## src/design/msst_pkg.sv

```systemverilog
package msst_pkg;

    localparam int TICK_W   = 64;
    localparam int MS_W     = 32;
    localparam int PERIOD_W = 29;
    localparam int SLOT_W   = 3;
    localparam int MASK_W   = 8;
    localparam int MAX_EV   = 8;
    localparam int EV_CNT_W = 4;

    // ms / 10 via reciprocal: exact for every 32-bit value
    localparam logic [MS_W-1:0] RECIP_10    = 32'hCCCC_CCCD;
    localparam int              RECIP_SHIFT = 35;

    typedef enum logic [1:0] {
        CMD_TICK     = 2'd0,
        CMD_ONESHOT  = 2'd1,
        CMD_PERIODIC = 2'd2,
        CMD_STOP     = 2'd3
    } t_cmd;

    typedef struct packed {
        logic                start;
        logic [TICK_W-1:0]   dividend;
        logic [PERIOD_W-1:0] divisor;
    } t_div_req;

    typedef struct packed {
        logic                done;
        logic [PERIOD_W-1:0] rem;
    } t_div_rsp;

endpackage

```

## src/design/msst_if.sv

```systemverilog
interface msst_cmd_if;
    import msst_pkg::*;
    logic                valid;
    logic                ready;
    logic [1:0]          command;
    logic [SLOT_W-1:0]   timer_id;
    logic [MS_W-1:0]     period_ms;
    logic                notify;

    modport source (output valid, command, timer_id, period_ms, notify, input ready);
    modport sink   (input valid, command, timer_id, period_ms, notify, output ready);
endinterface

interface msst_res_if;
    import msst_pkg::*;
    logic                valid;
    logic                ready;
    logic                event_valid;
    logic [SLOT_W-1:0]   event_slot;
    logic                event_kind;
    logic                last;
    logic [MASK_W-1:0]   running_mask;
    logic                idle;

    modport source (output valid, event_valid, event_slot, event_kind, last, running_mask,
                    idle, input ready);
    modport sink   (input valid, event_valid, event_slot, event_kind, last, running_mask,
                    idle, output ready);
endinterface

```

## src/design/msst_div.sv

```systemverilog
module msst_div (
    input  logic              i_clk,
    input  logic              i_rst_n,
    input  msst_pkg::t_div_req i_req,
    output msst_pkg::t_div_rsp o_rsp
);
    import msst_pkg::*;

    localparam int STEPS = TICK_W / 2;
    localparam int CNT_W = $clog2(STEPS);

    logic                r_busy;
    logic [CNT_W-1:0]    r_cnt;
    logic [TICK_W-1:0]   r_num;
    logic [PERIOD_W-1:0] r_div;
    logic [PERIOD_W-1:0] r_rem;
    logic                r_done;
    logic [PERIOD_W-1:0] n_rem1;
    logic [PERIOD_W-1:0] n_rem2;

    function automatic logic [PERIOD_W-1:0] rstep(input logic [PERIOD_W-1:0] rem,
                                                   input logic bit_in,
                                                   input logic [PERIOD_W-1:0] d);
        logic [PERIOD_W:0] t;
        t = {rem, bit_in};
        if (t >= {1'b0, d}) begin
            t = t - {1'b0, d};
        end
        return t[PERIOD_W-1:0];
    endfunction

    always_comb begin
        n_rem1 = rstep(r_rem, r_num[TICK_W-1], r_div);
        n_rem2 = rstep(n_rem1, r_num[TICK_W-2], r_div);
    end

    always_ff @(posedge i_clk) begin
        if (!i_rst_n) begin
            r_busy <= 1'b0;
            r_done <= 1'b0;
            r_cnt  <= '0;
        end else begin
            r_done <= 1'b0;
            if (i_req.start) begin
                r_busy <= 1'b1;
                r_cnt  <= '0;
            end else if (r_busy) begin
                r_cnt <= r_cnt + 1'b1;
                if (r_cnt == CNT_W'(STEPS - 1)) begin
                    r_busy <= 1'b0;
                    r_done <= 1'b1;
                end
            end
        end
    end

    always_ff @(posedge i_clk) begin
        if (i_req.start) begin
            r_num <= i_req.dividend;
            r_div <= i_req.divisor;
            r_rem <= '0;
        end else if (r_busy) begin
            r_num <= {r_num[TICK_W-3:0], 2'b00};
            r_rem <= n_rem2;
        end
    end

    assign o_rsp.done = r_done;
    assign o_rsp.rem  = r_rem;

endmodule

```

## src/design/multi_slot_soft_timer.sv

```systemverilog
// Sequencing: a start passes through S_START to S_EMIT, a stop goes straight to S_EMIT;
//   a tick walks every slot through S_TREAD and S_NEXT,
//   a running periodic slot also through S_TEVAL and S_TDIV (2-bit-per-cycle modulo unit),
//   a one-shot slot also through S_TEVAL; S_EMIT sends each result once the output is free.
// Throughput: one item at a time; a new command is accepted only in S_IDLE.
// Reset: synchronous active-low; clears tick count and slot flags. The
//   period/deadline memory is not cleared.
module multi_slot_soft_timer #(
    parameter int NUM_TIMERS = 8
) (
    input  logic             i_clk,
    input  logic             i_rst_n,
    msst_cmd_if.sink         i_cmd,
    msst_res_if.source       o_res
);
    import msst_pkg::*;

    localparam int IW = (NUM_TIMERS > 1) ? $clog2(NUM_TIMERS) : 1;
    localparam int MW = PERIOD_W + TICK_W;

    typedef enum logic [6:0] {
        S_IDLE  = 7'b0000001,
        S_START = 7'b0000010,
        S_TREAD = 7'b0000100,
        S_TEVAL = 7'b0001000,
        S_TDIV  = 7'b0010000,
        S_NEXT  = 7'b0100000,
        S_EMIT  = 7'b1000000
    } t_state;

    t_state                r_state;
    logic [TICK_W-1:0]     r_tick;
    logic [NUM_TIMERS-1:0] r_run;
    logic [NUM_TIMERS-1:0] r_per;
    logic [NUM_TIMERS-1:0] r_ntf;
    logic [MW-1:0]         r_mem [NUM_TIMERS];
    logic [MW-1:0]         r_rd;
    logic [IW-1:0]         r_idx;
    logic [IW-1:0]         r_id;
    t_cmd                  r_cmd;
    logic                  r_snotify;
    logic [2*MS_W-1:0]     r_prod;
    logic [SLOT_W-1:0]     r_evs [MAX_EV];
    logic                  r_evk [MAX_EV];
    logic [EV_CNT_W-1:0]   r_nev;
    logic [2:0]            r_eidx;
    logic                  r_fire;
    logic                  r_fkind;

    t_div_req              div_req;
    t_div_rsp              div_rsp;

    logic                  accept;
    logic                  out_free;
    logic                  in_range;
    logic [PERIOD_W-1:0]   q_ticks;
    logic [PERIOD_W-1:0]   rd_period;
    logic [TICK_W-1:0]     rd_deadline;
    logic [MASK_W-1:0]     mask;
    logic                  emit_last;

    assign i_cmd.ready = (r_state == S_IDLE);
    assign accept      = i_cmd.valid && i_cmd.ready;
    assign out_free    = !o_res.valid || o_res.ready;
    assign in_range    = (32'(i_cmd.timer_id) < NUM_TIMERS);
    assign q_ticks     = r_prod[RECIP_SHIFT +: PERIOD_W];
    assign rd_period   = r_rd[MW-1 -: PERIOD_W];
    assign rd_deadline = r_rd[TICK_W-1:0];
    assign emit_last   = (r_nev == '0) || ({1'b0, r_eidx} == r_nev - 1'b1);

    always_comb begin
        mask = '0;
        for (int i = 0; i < MASK_W; i++) begin
            if (i < NUM_TIMERS) begin
                mask[i] = r_run[i];
            end
        end
    end

    assign div_req.start    = (r_state == S_TEVAL) && r_per[r_idx];
    assign div_req.dividend = r_tick;
    assign div_req.divisor  = rd_period;

    msst_div u_div (
        .i_clk  (i_clk),
        .i_rst_n(i_rst_n),
        .i_req  (div_req),
        .o_rsp  (div_rsp)
    );

    always_ff @(posedge i_clk) begin
        if (r_state == S_START) begin
            if (r_cmd == CMD_ONESHOT) begin
                r_mem[r_id] <= {q_ticks, r_tick + TICK_W'(q_ticks)};
            end else begin
                r_mem[r_id] <= {((q_ticks == '0) ? PERIOD_W'(1) : q_ticks), TICK_W'(0)};
            end
        end
        r_rd <= r_mem[r_idx];
    end

    always_ff @(posedge i_clk) begin
        if (accept) begin
            r_cmd     <= t_cmd'(i_cmd.command);
            r_id      <= IW'(i_cmd.timer_id);
            r_snotify <= i_cmd.notify;
            r_prod    <= 64'(i_cmd.period_ms) * 64'(RECIP_10);
        end
        if (r_fire && r_nev < EV_CNT_W'(MAX_EV)) begin
            r_evs[r_nev[2:0]] <= SLOT_W'(r_idx);
            r_evk[r_nev[2:0]] <= r_fkind;
        end
    end

    always_ff @(posedge i_clk) begin
        if (!i_rst_n) begin
            r_state     <= S_IDLE;
            r_tick      <= '0;
            r_run       <= '0;
            r_per       <= '0;
            r_ntf       <= '0;
            r_idx       <= '0;
            r_nev       <= '0;
            r_eidx      <= '0;
            r_fire      <= 1'b0;
            r_fkind     <= 1'b0;
            o_res.valid <= 1'b0;
        end else begin
            r_fire <= 1'b0;
            if (r_fire && r_nev < EV_CNT_W'(MAX_EV)) begin
                r_nev <= r_nev + 1'b1;
            end
            if (o_res.ready) begin
                o_res.valid <= 1'b0;
            end
            unique case (r_state)
                S_IDLE: begin
                    if (accept) begin
                        r_nev  <= '0;
                        r_eidx <= '0;
                        r_idx  <= '0;
                        if (t_cmd'(i_cmd.command) == CMD_TICK) begin
                            r_tick  <= r_tick + 1'b1;
                            r_state <= S_TREAD;
                        end else if (!in_range) begin
                            r_state <= S_EMIT;
                        end else if (t_cmd'(i_cmd.command) == CMD_STOP) begin
                            r_run[IW'(i_cmd.timer_id)] <= 1'b0;
                            r_state <= S_EMIT;
                        end else begin
                            r_state <= S_START;
                        end
                    end
                end
                S_START: begin
                    r_per[r_id] <= (r_cmd == CMD_PERIODIC);
                    r_ntf[r_id] <= r_snotify;
                    r_run[r_id] <= 1'b1;
                    r_state     <= S_EMIT;
                end
                S_TREAD: begin
                    r_state <= r_run[r_idx] ? S_TEVAL : S_NEXT;
                end
                S_TEVAL: begin
                    if (r_per[r_idx]) begin
                        r_state <= S_TDIV;
                    end else begin
                        if (r_tick >= rd_deadline) begin
                            r_run[r_idx] <= 1'b0;
                            r_ntf[r_idx] <= 1'b0;
                            r_fire       <= r_ntf[r_idx];
                            r_fkind      <= 1'b0;
                        end
                        r_state <= S_NEXT;
                    end
                end
                S_TDIV: begin
                    if (div_rsp.done) begin
                        r_fire  <= (div_rsp.rem == '0) && r_ntf[r_idx];
                        r_fkind <= 1'b1;
                        r_state <= S_NEXT;
                    end
                end
                S_NEXT: begin
                    if (32'(r_idx) == NUM_TIMERS - 1) begin
                        r_state <= S_EMIT;
                    end else begin
                        r_idx   <= r_idx + 1'b1;
                        r_state <= S_TREAD;
                    end
                end
                S_EMIT: begin
                    if (out_free && !r_fire) begin
                        o_res.valid <= 1'b1;
                        r_eidx      <= r_eidx + 1'b1;
                        if (emit_last) begin
                            r_state <= S_IDLE;
                        end
                    end
                end
                default: r_state <= S_IDLE;
            endcase
        end
    end

    always_ff @(posedge i_clk) begin
        if ((r_state == S_EMIT) && out_free && !r_fire) begin
            o_res.event_valid  <= (r_nev != '0);
            o_res.event_slot   <= (r_nev != '0) ? r_evs[r_eidx] : '0;
            o_res.event_kind   <= (r_nev != '0) ? r_evk[r_eidx] : 1'b0;
            o_res.last         <= emit_last;
            o_res.running_mask <= mask;
            o_res.idle         <= (r_run == '0);
        end
    end

`ifndef SYNTH
    a_nev_max: assert property (@(posedge i_clk) disable iff (!i_rst_n)
        r_nev <= EV_CNT_W'(MAX_EV))
        else $error("event count overflow");
    a_div_done: assert property (@(posedge i_clk) disable iff (!i_rst_n)
        div_rsp.done |-> (r_state == S_TDIV))
        else $error("modulo result outside wait state");
    a_idle_mask: assert property (@(posedge i_clk) disable iff (!i_rst_n)
        (o_res.valid && o_res.idle) |-> (o_res.running_mask == '0))
        else $error("idle with running slots");
    a_emit_tick: assert property (@(posedge i_clk) disable iff (!i_rst_n)
        (accept && (t_cmd'(i_cmd.command) == CMD_TICK)) |=> (r_tick == $past(r_tick) + 1'b1))
        else $error("tick count not advanced");
`endif

endmodule
```

## src/flat_wrapper.sv

```systemverilog
// flat-port wrapper written by rule: the top's interface ports become plain ports
module multi_slot_soft_timer_flat import msst_pkg::*;
#(
    parameter int NUM_TIMERS = 8
)
  (i_clk, i_rst_n, i_cmd_valid, i_cmd_command, i_cmd_timer_id, i_cmd_period_ms, i_cmd_notify, i_cmd_ready, o_res_valid, o_res_event_valid, o_res_event_slot, o_res_event_kind, o_res_last, o_res_running_mask, o_res_idle, o_res_ready);
  msst_cmd_if i_cmd_i ();
  msst_res_if o_res_i ();
  input  logic i_clk;
  input  logic i_rst_n;
  input wire logic [$bits(i_cmd_i.valid)-1:0] i_cmd_valid;
  input wire logic [$bits(i_cmd_i.command)-1:0] i_cmd_command;
  input wire logic [$bits(i_cmd_i.timer_id)-1:0] i_cmd_timer_id;
  input wire logic [$bits(i_cmd_i.period_ms)-1:0] i_cmd_period_ms;
  input wire logic [$bits(i_cmd_i.notify)-1:0] i_cmd_notify;
  output wire logic [$bits(i_cmd_i.ready)-1:0] i_cmd_ready;
  output wire logic [$bits(o_res_i.valid)-1:0] o_res_valid;
  output wire logic [$bits(o_res_i.event_valid)-1:0] o_res_event_valid;
  output wire logic [$bits(o_res_i.event_slot)-1:0] o_res_event_slot;
  output wire logic [$bits(o_res_i.event_kind)-1:0] o_res_event_kind;
  output wire logic [$bits(o_res_i.last)-1:0] o_res_last;
  output wire logic [$bits(o_res_i.running_mask)-1:0] o_res_running_mask;
  output wire logic [$bits(o_res_i.idle)-1:0] o_res_idle;
  input wire logic [$bits(o_res_i.ready)-1:0] o_res_ready;
  assign i_cmd_i.valid = i_cmd_valid;
  assign i_cmd_i.command = i_cmd_command;
  assign i_cmd_i.timer_id = i_cmd_timer_id;
  assign i_cmd_i.period_ms = i_cmd_period_ms;
  assign i_cmd_i.notify = i_cmd_notify;
  assign i_cmd_ready = i_cmd_i.ready;
  assign o_res_valid = o_res_i.valid;
  assign o_res_event_valid = o_res_i.event_valid;
  assign o_res_event_slot = o_res_i.event_slot;
  assign o_res_event_kind = o_res_i.event_kind;
  assign o_res_last = o_res_i.last;
  assign o_res_running_mask = o_res_i.running_mask;
  assign o_res_idle = o_res_i.idle;
  assign o_res_i.ready = o_res_ready;
  multi_slot_soft_timer #(.NUM_TIMERS(NUM_TIMERS)) u_core (.i_clk(i_clk), .i_rst_n(i_rst_n), .i_cmd(i_cmd_i), .o_res(o_res_i));
endmodule
```

## config.mk

```make
export PLATFORM = sky130hd
export DESIGN_NAME = multi_slot_soft_timer_flat
export DESIGN_NICKNAME = d
export VERILOG_FILES = /design/src/design/msst_pkg.sv /design/src/design/msst_if.sv /design/src/design/msst_div.sv /design/src/design/multi_slot_soft_timer.sv /design/src/flat_wrapper.sv
export SDC_FILE = /design/constraint.sdc
export NUM_CORES = 2
export LEC_CHECK = 0
export BUFFER_PORTS_ARGS = -buffer_cell sky130_fd_sc_hd__buf_2
export CAP_MARGIN = 20
export CORE_UTILIZATION = 25
export DETAILED_ROUTE_END_ITERATION = 8
export GPL_TIMING_DRIVEN = 1
export PLACE_DENSITY = 0.48
export SYNTH_ARGS = -nofsm -noshare
export SYNTH_HDL_FRONTEND = slang
export SYNTH_HIERARCHICAL = 1
export SYNTH_SLANG_ARGS = --single-unit
```

## constraint.sdc

```tcl
create_clock -name i_clk -period 31.6 [get_ports i_clk]
set_input_delay 3.16 -clock i_clk [delete_from_list [all_inputs] [get_ports i_clk]]
set_output_delay 3.16 -clock i_clk [all_outputs]
set_load 0.05 [all_outputs]
```

## Word-level counts from Yosys, hierarchy flattened

Memory sizes are Yosys's and may differ from the RTL's. A register that Yosys moved wholly into a read port is not among the register bits.
Cells that the tools add are included.

- Reduce and logical (&&, ||, !) cells: 37
- Add/subtract/negate cells: 9
- Bitwise logic cells: 9
- $mul: 1
- $lt $le $gt $ge: 10
- Muxes and demuxes: 70
- Equal/unequal tests: 22

Operator list:

| cell | count |
|---|---|
| $mux 64 | 2 |
| $mux 93 | 1 |
| $mux 29 | 3 |
| $add 64x1->64 const B | 1 |
| $add 64x29->64 | 1 |
| $ge 64x64->1 | 1 |
| $mul 32x32->64 const B | 1 |
| $ge 30x29->1 | 2 |
| $logic_not 29->1 | 2 |
| $sub 29x29->29 | 2 |
| $mux 8 | 7 |
| $mux 7 | 7 |
| $pmux 7 s7 | 1 |
| $mux 1 | 27 |
| $and 8x8->8 | 3 |
| $pmux 8 s3 | 1 |
| $bwmux 8 | 2 |
| $not 8->8 | 2 |
| $pmux 8 s2 | 1 |
| $ne 2x2->1 const B | 7 |
| $lt 3x4->1 const B | 3 |
| $mux 4 | 3 |
| $mux 6 | 2 |
| $pmux 3 s2 | 2 |
| other kinds (40) | 74 |

- RAM bits: 776
- Word-level logic and storage cells: 186
- Memories: 3
- Bits in registers: 318
- Input bits: 42

Memories:

| name | depth | width | read ports | clocked after memory_dff | wr ports | line | source |
|---|---|---|---|---|---|---|---|
| u_core.r_mem | 8 | 93 | 1 | 1 | 1 | multi_slot_soft_timer.sv:36 | `logic [MW-1:0] r_mem [NUM_TIMERS];` |
| u_core.r_evs | 8 | 3 | 1 | 1 | 1 | multi_slot_soft_timer.sv:43 | `logic [SLOT_W-1:0] r_evs [MAX_EV];` |
| u_core.r_evk | 8 | 1 | 1 | 1 | 1 | multi_slot_soft_timer.sv:44 | `logic r_evk [MAX_EV];` |

## Longest topological paths before layout

- Depth after elaboration: 10
- Depth in mapped cells: 26
- Mapped depth without buffers: 25

## Hierarchy

The synthesis kept the hierarchy.

Modules (own cells, without submodules):

| module | times used | sequential area each (µm²) | area an instance (µm²) | cells an instance |
|---|---|---|---|---|
| multi_slot_soft_timer | 1 | 28827.6 | 57118.5 | 4467 |
| msst_div | 1 | 3513.4 | 8590.7 | 837 |

## Worst setup path after synthesis

Ideal clock, no wire load.

- Path type: flip-flop to flip-flop
- Start: reg u_core.r_state[6]
- End: reg u_core.r_run[0] (netlist: u_core/mask[0])
- Required time: 31.501 ns
- Data arrival time: 11.393 ns
- Slack: 20.108 ns
- Setup time: 0.099 ns
- Stages on the path, launching flop included: 6
- Buffers on the path: 0
- Path through: dfxtp_1 or3_1 nor3_1 nand3b_1 nor4_1 o221a_2

- Longest elaborated chain between the ends: 4

RTL lines:

| what | line | source |
|---|---|---|
| start, declared | multi_slot_soft_timer.sv:31 | `t_state r_state;` |
| start signal, assigned | multi_slot_soft_timer.sv:162 | `r_state <= r_run[r_idx] ? S_TEVAL : S_NEXT;` |
| $eq 7x1->1 | multi_slot_soft_timer.sv:62, multi_slot_soft_timer.sv:136 |  |
| $logic_and 1x1->1 | multi_slot_soft_timer.sv:63 | `assign accept = i_cmd.valid && i_cmd.ready;` |
| $ne 2x2->1 (no line) | - |  |
| $reduce_and 6->1 (no line) | - |  |
| end signal, assigned by index | multi_slot_soft_timer.sv:148 | `r_run[IW'(i_cmd.timer_id)] <= 1'b0;` |
| end signal, assigned by index | multi_slot_soft_timer.sv:158 | `r_run[r_id] <= 1'b1;` |
| end signal, assigned by index | multi_slot_soft_timer.sv:169 | `r_run[r_idx] <= 1'b0;` |
| end, declared | multi_slot_soft_timer.sv:33 | `logic [NUM_TIMERS-1:0] r_run;` |

Several ways; a longest one is shown, not always the timed one.
A chain may end at the register's enable or synchronous reset.

## Worst setup path after layout

- Start: in i_cmd_period_ms[8]
- End: reg u_core.r_prod[61], data pin

- Longest elaborated chain between the ends: 1

RTL lines:

| what | line | source |
|---|---|---|
| start, declared | flat_wrapper.sv:14 | `input wire logic [$bits(i_cmd_i.period_ms)-1:0] i_cmd_period_ms;` |
| $mul 32x32->64 | multi_slot_soft_timer.sv:107 | `r_prod <= 64'(i_cmd.period_ms) * 64'(RECIP_10);` |
| end signal, assigned | multi_slot_soft_timer.sv:107 |  |
| end, declared | multi_slot_soft_timer.sv:42 | `logic [2*MS_W-1:0] r_prod;` |

No other way between the ends.

==> results.md <==
Outcome:
- The run finished with clean final reports.

Critical path:
- The total buffers and inverters traversed by the critical path is 6.
- The worst-path maximum fanout is 7.
- The worst register-to-register path begins at u_core/u_div/r_num[63]$_DFFE_PP_.
- The signal on the critical path passes through buf_2 -> ha_1 -> inv_1 -> fa_1 -> inv_1 -> fa_1 -> inv_1 -> fa_1 -> inv_1 -> fa_1 -> fa_1 -> fa_1 -> fa_1 -> ha_1 -> nand3_1 -> nor2_1 -> nand3_1 -> a2111oi_1 -> buf_2 -> o21a_1 -> o21a_1 -> o32a_1 -> and4_1 -> nor3_1.
- The critical path's largest stage delay is ~0.56 ns.
- The endpoint required time on the critical path is 32.05 ns.
- The most used cell along the critical path is fa_1.
- The startpoint class of the critical path is a primary input.
- The cell at the slowest stage of the critical path is fa_1.
- Tracing the worst setup path back leads to its startpoint at i_cmd_period_ms[8].
- By startpoint and endpoint, the worst setup path is classified as primary input to flip-flop.
- The type of element capturing the critical path is a flip-flop.
- The critical path arrival is 10.20 ns.
- The cell family contributing the most delay on the critical path is adder cells.

Detailed routing:
- The total via count after detailed routing is 41,700.
- In this run, the number of DRC markers left after iteration 0 of detailed routing was between 2,000 and 3,000.
- Summed over all layers, the routed wires come to about 190,000 um.
- In the final routed layout, each cell accounts on average for 21.3 um.
- For this run, design rule violations remaining after detail routing come to 0.
- The remaining number of nets flagged by the antenna check after routing is 0.
- The ratio of routed vias to standard cells is around 4.7.
- The first detailed-routing pass took 6 iterations.

Pwr:
- The internal power of the cells totals between 4000 and 5000 uW.
- The share of total power dissipated in the clock network is 0.172.
- The share of total power dissipated in combinational logic is 0.587.
- Of the total power, the share spent switching nets is 0.430.
- The power per standard cell area is around 110 mW/mm2.
- Summed over all nets, the switching power comes to 3610 uW.
- The leakage power is roughly 0.030 uW.
- The proportion of power drawn by flip-flops and latches is 0.242.
- IR analysis of the VDD net gives a maximum drop of around 0.23 mV.

Timing:
- Derived from the worst setup path, the maximum achievable clock frequency is about 100 MHz.
- The setup violation total in the final timing report is 0.
- The final count of pins violating max slew is 0.
- The worst setup skew after layout is 0.0605 ns.
- The post-route minimum period is ~9.7 ns.
- At the pin with the least slew margin, the transition time is about 1.1 ns.
- The total negative slack for setup checks is 0 ns.
- The worst pin sits at a relative slew slack of 0.274.
- In the finished design, the share of the clock period the worst path needs comes to 0.308.
- Setup repair after global routing left no endpoint under its margin.
- The number of hold violations in the final report is 0.

Clock tree:
- The clock transition at the registers of the reported paths is approximately 0.060 ns.
- The total CTS buffers is approximately 120.
- The CTS tree is built.
- Once the clock tree was built, the resizer swapped 0 gates to a different size.
- Counting every sink on the clock net gives between 1,000 and 1,500.
- For the worst-skew pair, the clock arrives at the later sink with an insertion delay of between 0.7 and 0.8 ns.
- The number of H-tree branching levels is 3.
- In this run the post-CTS setup repair buffer count came out at 0.
- The largest buffer count on any clock path is 3.
- The number of buffers inserted for hold repair after clock tree synthesis is 0.
- The clock root buffer master is clkbuf_16.

Synthesis:
- The library cell occupying the most area in the post-synthesis netlist is edfxtp_1.
- The post-synthesis sequential element count is about 1,200.
- The synthesized netlist contains 95 unique library cells.
- Sorting the synthesized cells by area gives the leading types as edfxtp_1 (42%), fa_1 (12%), ha_1 (9.7%).
- The synthesized netlist net count is approximately 6,200.
- The average instance in the mapped netlist occupies ~12 um2.
- The number of flops mapped to enable cells by yosys is around 920.
- Of the post-synthesis cell area, the dominant cell type holds 0.420.
- The leading register cell type out of synthesis is edfxtp_1.
- For this run, the number of Yosys warnings is 6.
- The async set or reset register ratio after synthesis is 0.
- The mapped cell area is approximately 0.066 mm2.
- For this run, the register share of the synthesized area comes to 0.492.
- Synthesis produced a netlist whose cell count is ~5,300.

Cells and area:
- The post-route cell area is 0.0741 mm2.
- The most common cell after layout, fill and taps aside is edfxtp_1.
- In the final layout, the share of cells above drive strength 1 is 0.0841.
- Relative to the synthesized area, the layout overhead comes to 12.8%.
- Leaving out fill and tap cells, the most frequent cells in the layout are edfxtp_1 (919), inv_1 (685), ha_1 (509), fa_1 (389), a22oi_1 (385).
- After the last flow step, the layout net total stands at 6,264.

Global route:
- The initial antenna violation count is 7.
- The number of global-route vias before repair is approximately 43,000.
- The global-route wire length before repair is approximately 280,000 um.
- In the global route stage, overall resource usage came out at 0.142.
- The total congestion overflow after global routing is 0.
- Entering global routing, the biggest net connects 94 pins.

Min path:
- The class of the most critical hold timing path is flip-flop to flip-flop.
- The startpoint identified for the worst hold timing path is u_core/r_rd[77]$_DFF_P_.

Placement:
- The placed standard-cell area is roughly 0.07 mm2.
- The number of buffers inserted by port buffering is 58.
- The final estimated routing congestion in global placement is about 0.9.
- The post-detailed-placement half-perimeter wirelength is around 130,000 um.

Job:
- The number of maximum-capacitance constraint violations is 0.

Floorplanning:
- The vertical die dimension is 515 um.
- For this configuration, the core starts out at a cell density of 0.252.
- The die area is 0.265 mm2.
- The count of standard-cell rows is around 190.
- The region available for standard cell placement spans about 0.26 mm2.
- The number of primary I/O pins is 59.
- The die boundary width is between 500 and 600 um.
## cells in the mapped netlist (all sizes together) (29+ instances only)
library cell,count
inv,686
nor3,43
nand3,65
a211oi,35
a21oi,189
edfxtp,919
mux2,85
buf,35
dfxtp,237
nor2,198
nand4,159
clkbuf,180
and2,77
fa,389
a21o,101
a22oi,385
xor2,99
nand2,190
ha,509
mux2i,49
xnor2,113
nor2b,39
nand2b,29
o21ai,109
## power groups by stage
stage	clock, uW	combinational, uW	sequential, uW
finish	1440	4930	2030
detailed placement	0	4940	2060
CTS	1480	4980	2030
global route	1530	5610	2040
global placement	0	4920	2060
floorplan	0	3660	1980
## cell families (layout without fill, tap and decap cells)
family | Yosys count | count (layout) | share of synthesized area
xor+xnor | 213 | 213 | 0.0286
mux | 143 | 143 | 0.0251
buf+inv | 901 | 1030 | 0.0525
flops | 1156 | 1156 | 0.492
fa+ha+maj | 898 | 898 | 0.215
other cells | 0 | 2 | 0
compound gates | 1024 | 1024 | 0.107
simple gates | 969 | 969 | 0.0788
## sequential cells by signal, indices dropped and copies added, names as in the netlist, 4 cells and up
name,cells
u_core/r_ntf,8
u_core/r_nev,4
u_core/r_per,8
u_core/u_div/r_rem,29
u_core/r_state,7
u_core/r_mem,744
u_core/r_rd,93
u_core/o_res.running_mask,8
u_core/u_div/r_cnt,5
u_core/mask,8
u_core/r_evk,8
u_core/r_tick,64
u_core/u_div/r_num,64
u_core/u_div/r_div,29
u_core/r_prod,29
u_core/r_evs,24
## final cells by class
type / instances / area (um2)
multi-input cells: 3247 / 30000
inverters: 686 / 2570
clock inverters: 62 / 734
diodes: 2 / 5.00
repair buffers: 112 / 721
clock buffers: 170 / 3360
flip-flops and latches: 1156 / 32300
fillers: 26600 / 186000
well taps: 3496 / 4370
## per-stage QoR
| step | power (uW) | hold slack [ns] | utilization | setup slack [ns] | instances |
|---|---|---|---|---|---|
| 4_1_cts | 8490 | 0.398 | 0.285 | 21.83 | 8929 |
| 3_3_place_gp | 6990 | 0.387 | 0.269 | 20.28 | 8695 |
| 5_1_grt | 9180 | 0.406 | 0.285 | 21.55 | 8930 |
| 2_1_floorplan | 5630 | 0.386 | - | 20.11 | 5304 |
| 6_report | 8400 | 0.396 | 0.285 | 21.85 | 8931 |
| 3_5_place_dp | 7000 | 0.389 | 0.269 | 21.04 | 8697 |
## routing by layer
layer,track usage,routed length (um),up-vias,part of all wire
li1,-,-,19200,-
met3,0.0164,7140,217,0.037
met2,0.242,91700,877,0.48
met4,0.0373,4630,10,0.024
met5,0,57,-,0.00030
met1,0.191,87100,21300,0.46
## path summary, 6_finish.rpt
check                                        end  slack, ns  cells past startpoint
min             u_core/u_div/r_div[13]$_DFFE_PP_       0.40                      0
max reg2reg  u_core/u_div/r_rem[21]$_SDFFE_PP0P_      24.20                     21
max                  u_core/r_prod[61]$_DFFE_PP_      21.85                     24
min reg2reg     u_core/u_div/r_div[13]$_DFFE_PP_       0.40                      0
No activity file was read; power rests on OpenSTA's default activity.
